==> config.mk <==
export PLATFORM = sky130hd
export DESIGN_NAME = noise_gated_peak_tracker
export DESIGN_NICKNAME = d
export VERILOG_FILES = /design/src/hdl/ngpt_pkg.sv /design/src/hdl/ngpt_update.sv /design/src/hdl/noise_gated_peak_tracker.sv
export SDC_FILE = /design/constraint.sdc
export NUM_CORES = 1
export LEC_CHECK = 0
export ABC_AREA = 1
export BUFFER_PORTS_ARGS = -buffer_cell sky130_fd_sc_hd__buf_2
export CORE_ASPECT_RATIO = 2
export CORE_MARGIN = 2
export CORE_UTILIZATION = 46
export DETAILED_ROUTE_END_ITERATION = 8
export GPL_TIMING_DRIVEN = 1
export PLACE_DENSITY = 0.71
export SLEW_MARGIN = 15
export SYNTH_ARGS = -nofsm -noshare
export SYNTH_HDL_FRONTEND = slang
export SYNTH_SLANG_ARGS = --single-unit
==> constraint.sdc <==
create_clock -name clk_i -period 8.7 [get_ports clk_i]
set_clock_uncertainty 0.2 [all_clocks]
set_input_delay 0.435 -clock clk_i [delete_from_list [all_inputs] [get_ports clk_i]]
set_output_delay 0.435 -clock clk_i [all_outputs]
set_load 0.02 [all_outputs]
==> src/hdl/ngpt_pkg.sv <==
// ----------------------------------------------------------------------------
// ngpt_pkg: shared types and constants of the noise-gated peak tracker
// Holds the tracker state record, its reset value and the field widths.
// ----------------------------------------------------------------------------
`default_nettype none

package ngpt_pkg;

  localparam int unsigned SampleW   = 16;
  localparam int unsigned NoiseW    = 15;
  localparam int unsigned CountW    = 16;
  localparam int unsigned WideCntW  = 32;

  // Audio rate the since-voiced counter starts from: fifteen seconds of samples.
  localparam int unsigned SampleRate    = 48000;
  localparam logic [WideCntW-1:0] VoicedResetVal = WideCntW'(15 * SampleRate);

  localparam logic [CountW-1:0]   CountMax   = '1;
  localparam logic [WideCntW-1:0] WideCntMax = '1;

  typedef struct packed {
    logic [SampleW-1:0]  running_peak;   // two's complement
    logic [SampleW-1:0]  last_peak;      // two's complement
    logic [SampleW-1:0]  max_abs;        // magnitude, up to 32768
    logic [SampleW-1:0]  loudest_peak;   // magnitude, up to 32768
    logic [CountW-1:0]   peak_count;
    logic [CountW-1:0]   loudest_index;
    logic [WideCntW-1:0] since_voiced;
    logic [WideCntW-1:0] sample_count;
  } ngpt_state_t;

  localparam ngpt_state_t StateReset = '{
    running_peak:   '0,
    last_peak:      '0,
    max_abs:        '0,
    loudest_peak:   '0,
    peak_count:     '0,
    loudest_index:  '0,
    since_voiced:   VoicedResetVal,
    sample_count:   '0
  };

endpackage : ngpt_pkg

`default_nettype wire

==> src/hdl/ngpt_update.sv <==
// ----------------------------------------------------------------------------
// ngpt_update: per-sample state update
// Combinational next state of the tracker for one sample and noise level.
// ----------------------------------------------------------------------------
`default_nettype none

module ngpt_update (
  input  ngpt_pkg::ngpt_state_t                 state_i,
  input  logic signed [ngpt_pkg::SampleW-1:0]   sample_i,
  input  logic        [ngpt_pkg::NoiseW-1:0]    noise_level_i,
  output ngpt_pkg::ngpt_state_t                 state_o,
  output logic                                  peak_event_o
);
  import ngpt_pkg::*;

  logic signed [SampleW-1:0] x;
  logic signed [SampleW-1:0] rp;
  logic signed [SampleW-1:0] rp_new;
  logic        [SampleW-1:0] ax;
  logic        [SampleW-1:0] ap;
  logic        [17:0]        nl_x5;
  logic signed [17:0]        nl_ext;
  logic signed [17:0]        border;
  logic signed [17:0]        a_diff;
  logic signed [17:0]        b_diff;
  logic                      voiced;
  logic                      same_side;
  logic                      capture;
  logic                      done;

  assign x  = sample_i;
  assign rp = $signed(state_i.running_peak);
  assign ax = x[SampleW-1] ? (~sample_i + 1'b1) : sample_i;

  assign nl_x5  = {1'b0, noise_level_i, 2'b00} + {3'b000, noise_level_i};
  assign nl_ext = $signed({3'b000, noise_level_i});

  assign voiced    = (noise_level_i != '0) && (ax > {1'b0, noise_level_i});
  // Extend the running peak only with a sample at least as far out on its side.
  assign same_side = (rp == '0) || (!rp[SampleW-1] && (x >= rp))
                                || ( rp[SampleW-1] && (x <= rp));
  assign capture   = voiced && ({2'b00, ax} > nl_x5) && same_side;
  assign rp_new    = capture ? x : rp;

  // Peak ends when the sample reaches or crosses the border on the peak's side.
  assign border = rp_new[SampleW-1] ? -nl_ext : nl_ext;
  assign a_diff = border - {{2{x[SampleW-1]}}, x};
  assign b_diff = border - {{2{rp_new[SampleW-1]}}, rp_new};
  assign done   = (rp_new != '0) &&
                  ((a_diff == '0) || (b_diff == '0) || (a_diff[17] != b_diff[17]));
  assign ap     = rp_new[SampleW-1] ? (~rp_new + 1'b1) : rp_new;

  always_comb begin
    state_o              = state_i;
    state_o.running_peak = rp_new;
    if (ax > state_i.max_abs) begin
      state_o.max_abs = ax;
    end
    if (done) begin
      state_o.running_peak = '0;
      state_o.last_peak    = rp_new;
      if (state_i.peak_count != CountMax) begin
        state_o.peak_count = state_i.peak_count + 1'b1;
      end
      if (ap > state_i.loudest_peak) begin
        state_o.loudest_peak  = ap;
        state_o.loudest_index = state_i.peak_count;
      end
    end
    if (voiced) begin
      state_o.since_voiced = WideCntW'(1);
    end else if (state_i.since_voiced != WideCntMax) begin
      state_o.since_voiced = state_i.since_voiced + 1'b1;
    end
    state_o.sample_count = state_i.sample_count + 1'b1;
    peak_event_o         = done;
  end

endmodule : ngpt_update

`default_nettype wire

==> src/hdl/noise_gated_peak_tracker.sv <==
// ----------------------------------------------------------------------------
// noise_gated_peak_tracker: noise-gated audio peak tracker
// Tracks loudest sample, voiced gap and completed peaks of a Q0.15 stream.
// ----------------------------------------------------------------------------
// Throughput: one item per cycle while out_stall_i is low; the state update
// is a single compare and add stage between the input register and the
// result register.
// Reset: asynchronous, active low; clears all counters and peaks, sets
// since_voiced to fifteen seconds of samples and noise_level to zero.
// ----------------------------------------------------------------------------
`default_nettype none

module noise_gated_peak_tracker (
  input  logic                                   clk_i,
  input  logic                                   rst_ni,
  // configuration write: noise level
  input  logic                                   cfg_valid_i,
  output logic                                   cfg_ready_o,
  input  logic        [ngpt_pkg::NoiseW-1:0]     cfg_data_i,
  // sample items
  input  logic                                   in_valid_i,
  output logic                                   in_stall_o,
  input  logic signed [ngpt_pkg::SampleW-1:0]    sample_i,
  // result items
  output logic                                   out_valid_o,
  input  logic                                   out_stall_i,
  output logic                                   peak_event_o,
  output logic signed [ngpt_pkg::SampleW-1:0]    peak_value_o,
  output logic        [ngpt_pkg::CountW-1:0]     peak_count_o,
  output logic        [ngpt_pkg::SampleW-1:0]    max_abs_sample_o,
  output logic        [ngpt_pkg::SampleW-1:0]    loudest_peak_o,
  output logic        [ngpt_pkg::CountW-1:0]     loudest_index_o,
  output logic        [ngpt_pkg::WideCntW-1:0]   since_voiced_o,
  output logic        [ngpt_pkg::WideCntW-1:0]   sample_count_o
);
  import ngpt_pkg::*;

  // Configuration register
  logic [NoiseW-1:0]  noise_level_q;

  // Input register
  logic               s1_valid_q, s1_valid_d;
  logic [SampleW-1:0] s1_sample_q;

  // Tracker state, updated once per committed item
  ngpt_state_t        st_q, st_d;

  // Result register
  logic               out_valid_q, out_valid_d;
  logic               out_event_q, out_event_d;
  ngpt_state_t        out_st_q;

  logic               in_accept;
  logic               out_free;
  logic               commit;

  // The result register frees up when empty or when its item leaves now.
  assign out_free  = !out_valid_q || !out_stall_i;
  // Move the held sample through the update into the result register.
  assign commit    = s1_valid_q && out_free;
  // Stall only while a sample waits on a blocked result register.
  assign in_stall_o = s1_valid_q && !commit;
  assign in_accept  = in_valid_i && !in_stall_o;

  // Writes must land only while idle; the block does not enforce this.
  assign cfg_ready_o = 1'b1;

  always_ff @(posedge clk_i or negedge rst_ni) begin
    if (!rst_ni) begin
      noise_level_q <= '0;
    end else if (cfg_valid_i && cfg_ready_o) begin
      noise_level_q <= cfg_data_i;
    end
  end

  ngpt_update u_update (
    .state_i       (st_q),
    .sample_i      ($signed(s1_sample_q)),
    .noise_level_i (noise_level_q),
    .state_o       (st_d),
    .peak_event_o  (out_event_d)
  );

  always_comb begin
    s1_valid_d = s1_valid_q;
    if (in_accept) begin
      s1_valid_d = 1'b1;
    end else if (commit) begin
      s1_valid_d = 1'b0;
    end
  end

  // Hold a stalled result; otherwise load whatever commits this cycle.
  always_comb begin
    out_valid_d = out_valid_q;
    if (out_free) begin
      out_valid_d = commit;
    end
  end

  always_ff @(posedge clk_i or negedge rst_ni) begin
    if (!rst_ni) begin
      s1_valid_q  <= 1'b0;
      out_valid_q <= 1'b0;
      st_q        <= StateReset;
    end else begin
      s1_valid_q  <= s1_valid_d;
      out_valid_q <= out_valid_d;
      if (commit) begin
        st_q <= st_d;
      end
    end
  end

  always_ff @(posedge clk_i) begin
    if (in_accept) begin
      s1_sample_q <= sample_i;
    end
    if (commit) begin
      out_event_q <= out_event_d;
      out_st_q    <= st_d;
    end
  end

  assign out_valid_o      = out_valid_q;
  assign peak_event_o     = out_event_q;
  assign peak_value_o     = $signed(out_st_q.last_peak);
  assign peak_count_o     = out_st_q.peak_count;
  assign max_abs_sample_o = out_st_q.max_abs;
  assign loudest_peak_o   = out_st_q.loudest_peak;
  assign loudest_index_o  = out_st_q.loudest_index;
  assign since_voiced_o   = out_st_q.since_voiced;
  assign sample_count_o   = out_st_q.sample_count;

`ifndef SYNTH
  // An empty input register never stalls the sender.
  a_no_idle_stall: assert property (@(posedge clk_i) disable iff (!rst_ni)
    !s1_valid_q |-> !in_stall_o)
    else $error("input stalled with empty input register");

  // An accepted sample is held in the input register next cycle.
  a_accept_held: assert property (@(posedge clk_i) disable iff (!rst_ni)
    in_accept |=> s1_valid_q)
    else $error("accepted sample lost");

  // The sample count advances by exactly one per committed item.
  a_count_step: assert property (@(posedge clk_i) disable iff (!rst_ni)
    commit |=> (st_q.sample_count == $past(st_q.sample_count) + 1'b1))
    else $error("sample count out of step with commits");

  // A committed item always shows up as a valid result.
  a_commit_out: assert property (@(posedge clk_i) disable iff (!rst_ni)
    commit |=> out_valid_q)
    else $error("committed item not presented");

  // A reported peak implies at least one counted peak.
  a_event_count: assert property (@(posedge clk_i) disable iff (!rst_ni)
    (out_valid_o && peak_event_o) |-> (peak_count_o != '0))
    else $error("peak event with zero peak count");
`endif

endmodule : noise_gated_peak_tracker

`default_nettype wire
==> flow_metrics.py <==
metrics = {
    "floorplanning": {
        "die-area_mm2": 0.04625,
        "die_height_um": 302.2,
        "boundaryPins": 184,
        "rows": 109,
        "initial_core_util_pct": 46.42,
        "die_x_um": 153.1,
        "core_mm2": 0.04405,
    },
    "power_and_ir_drop": {
        "switchingPower_mw": 4.392,
        "comb_power_share_pct": 57.3,
        "power_leakage_nw": 11.29,
        "p_int_mw": 4.456,
        "ir_worst_vdd_uv": 455.8,
        "sw_frac_of_total_pct": 49.64,
        "cellPowerDensity_mw_per_mm2": 379.5,
        "p_clk_share_pct": 16.0,
        "pwr-share-seq_pct": 26.6,
    },
    "finish": {
        "diodes": 0,
        "layout-drive-gt1-share_pct": 11.14,
        "stdcell_count": 3330,
        "final_nets": 2916,
        "syn2layout_area_growth_pct": 14.03,
    },
    "worst_setup_path": {
        "slowest_stage": "ha_1",
        "crit_path_max_incr_delay_ns": 0.45,
        "critPathArrivalTime_ns": 8.36,
        "cp_top_family": "simple AND/OR/NAND/NOR gates",
        "worst-path-stages": 47,
        "crit_type": "flip-flop to flip-flop",
        "critPathBufInv": 9,
        "cp-startpoint": "s1_sample_q[0]",
        "worstRegToRegCells": 47,
        "reg2reg_from": "s1_sample_q[0]",
        "cp_max_fo": 16,
        "cpMostUsedCell": "nand2_1",
        "endpoint_kind": "flip-flop",
        "cp-start-kind": "flip-flop",
        "worst_ep_required_time_ns": 8.93,
    },
    "grt": {
        "antenna_found_initial": 0,
        "grt_first_pass_wirelength_um": 91390,
        "gr-usage-all-layers_pct": 24.82,
        "grt-ovfl-total": 0,
        "gr-usage-met3_pct": 2.650,
        "grt_max_degree": 196,
        "gr-usage-met1_pct": 25.23,
        "busiest_layer": "met2",
        "grt_pass1_vias": 17810,
        "met2_usage_pct": 46.26,
    },
    "timing": {
        "post-route-period-util_pct": 93.48,
        "slew_headroom_pct": 30.87,
        "fin_tns_setup_ns": 0,
        "rsz0062_at_grt": "no",
        "setup_violations": 0,
        "min_period_ns": 8.133,
        "worst_pin_slew_ns": 1.037,
        "fin_hold_ws_ns": 0.1106,
        "hold_viol": 0,
        "timing.fmax_mhz": 123.0,
        "drv_slew": 0,
    },
    "yosys": {
        "yosysUniqueCellTypes": 55,
        "synth_nets": 2716,
        "synth_top_flop_cell": "dfrtp_1",
        "yosysWarnings": 0,
        "ys_ff_latch": 338,
        "async_flop_share_pct": 52.37,
        "seq_area_frac_synth_pct": 45.36,
        "netlist_instances": 2551,
        "synth.avg_cell_area_um2": 8.015,
        "synth_area_mm2": 0.02045,
        "synth_edf_count": 161,
    },
    "clock_tree": {
        "clock-root-buffer": "clkbuf_16",
        "cts.sinks": 338,
        "cts_max_path_buffers": 3,
        "clock_latency_ns": 0.58,
        "numCtsBuffers": 31,
        "clk_pin_slew_ns": 0.07,
        "h-tree-depth": 1,
        "cts_tree": "done",
    },
    "status": {
        "status": "complete, no violations",
    },
    "placement": {
        "dp.cells": 3235,
        "portBuffers": 182,
        "gp_congestion": 1.007,
        "dp_hpwl_um": 44360,
    },
    "detailed_routing": {
        "detail_route.vias_per_cell": 5.397,
        "wl_per_cell_um": 17.86,
        "route.detailed.drc": 0,
        "dr.pass1.iters": 5,
        "drtAntennaViolNets": 0,
        "routed_wl_um": 59460,
        "vias": 17970,
        "drt_iter0_markers": 1052,
    },
    "run": {
        "drv_cap": 0,
    },
    "worst_hold_path": {
        "hp-class": "input pin to flip-flop",
        "hp-start": "cfg_valid_i",
        "min_path_cells": 3,
    },
}
synth_stat cells, types with 3 or more instances:
cell	number	area, um2
buf_1	3	11.26
and2_1	12	75.07
nand3b_1	6	45.04
nor4_1	19	118.9
o22ai_1	15	93.84
buf_6	5	56.30
or2_2	6	37.54
nand2_1	889	3337
inv_1	290	1089
a31oi_1	6	37.54
a21oi_1	79	395.4
nand2_2	5	31.28
xnor2_1	10	87.58
edfxtp_1	161	4835
o21ai_2	12	105.1
inv_2	4	15.01
o21a_1	3	22.52
nor2_2	4	25.02
dfrtp_1	168	4204
buf_2	5	25.02
o21ai_1	8	40.04
buf_4	10	75.07
clkbuf_1	49	183.9
nor2_1	126	473.0
o21ai_0	154	770.7
nor3b_1	4	30.03
a21o_1	7	52.55
nand4_1	33	206.5
ha_1	128	1602
nor3_1	61	305.3
dfstp_2	9	236.5
xor2_1	100	875.8
nand3_1	129	645.6
cells by family (layout without fill, tap and decap cells):
logic type      Yosys count  count (layout)  share of synthesized area [%]
flops                   338             338                          45.36
xor+xnor                110             110                          4.712
buf+inv                 368             589                          7.153
fa+ha+maj               129             129                          7.931
other cells               1               1                        0.01834
simple gates           1305            1307                          26.70
compound gates          300             301                          8.126
repair_timing:
item,4_1_cts,5_1_grt
endpoints found under the setup margin,0,145
endpoints found under the hold margin,87,0
buffers inserted,0,2
hold buffers,33,0
gates resized for setup,0,3
tightest hold or removal path, stage by stage:
cell and delay, ns:
buf_2 0.24, nand2_1 0.10, o21ai_0 0.06
worst paths after layout:
| check | slack [ns] | endpoint |
|---|---|---|
| setup reg to reg | 0.57 | st_q[152] |
| min in group asynchronous | 0.24 | st_q[91] |
| hold reg to reg | 0.28 | st_q[108] |
| hold / removal | 0.11 | noise_level_q[2] |
| max in group asynchronous | 5.99 | st_q[114] |
| setup / recovery | 0.57 | st_q[152] |
placed cells by master (no fill, tap or decap), types with 61 or more instances in the layout:
cell type    n
nand2_1    888
inv_1      290
buf_2      181
dfrtp_1    168
edfxtp_1   161
o21ai_0    153
nand3_1    128
ha_1       128
nor2_1     126
xor2_1     100
a21oi_1     79
nor3_1      61
routing by layer:
metal  vias to the layer above  part of all wire, %
met5                         -                    0
met1                      8348                   35
met4                         0                  8.5
met3                       247                  4.6
li1                       8726                    -
met2                       651                   52
power by group through the flow:
stage | registers, mW | clock network, mW | logic [mW]
final | 2.36 | 1.42 | 5.07
after floorplan | 2.53 | 0 | 3.48
after global placement | 2.38 | 0 | 4.82
after detailed placement | 2.38 | 0 | 4.89
after CTS | 2.36 | 1.45 | 4.93
after global routing | 2.39 | 1.51 | 5.63
state kept, by name, summed over array words and instances, names as in the netlist:
signal            flops
loudest_index_o      16
noise_level_q        15
out_valid_o           1
st_q                160
peak_value_o         16
max_abs_sample_o     16
peak_event_o          1
peak_count_o         16
s1_sample_q          16
loudest_peak_o       16
s1_valid_q            1
sample_count_o       32
since_voiced_o       32
final cells by class:
| type | instances | area (um2) |
|---|---|---|
| fill | 4130 | 20730 |
| multi-input combinational | 1848 | 9757 |
| sequential | 338 | 9275 |
| timing repair buffer | 236 | 1430 |
| inverter | 296 | 1119 |
| clock buffer | 39 | 815.8 |
| tap | 555 | 694.4 |
| clock inverter | 18 | 225.2 |
metrics by stage:
| stage | instance area, um2 | setup slack (ns) | utilization [%] | power, mW |
|---|---|---|---|---|
| 6_report | 23320 | 0.5669 | 52.93 | 8.848 |
| 5_1_grt | 23320 | 0.05578 | 52.93 | 9.522 |
| 4_1_cts | 23260 | 0.1644 | 52.80 | 8.737 |
| 3_5_place_dp | 21890 | 0.2104 | 49.69 | 7.278 |
| 3_3_place_gp | 21890 | 0.3571 | 49.69 | 7.193 |
| 2_1_floorplan | 20450 | 2.029 | - | 6.013 |
Note: power is estimated with default switching activity, not from simulation.
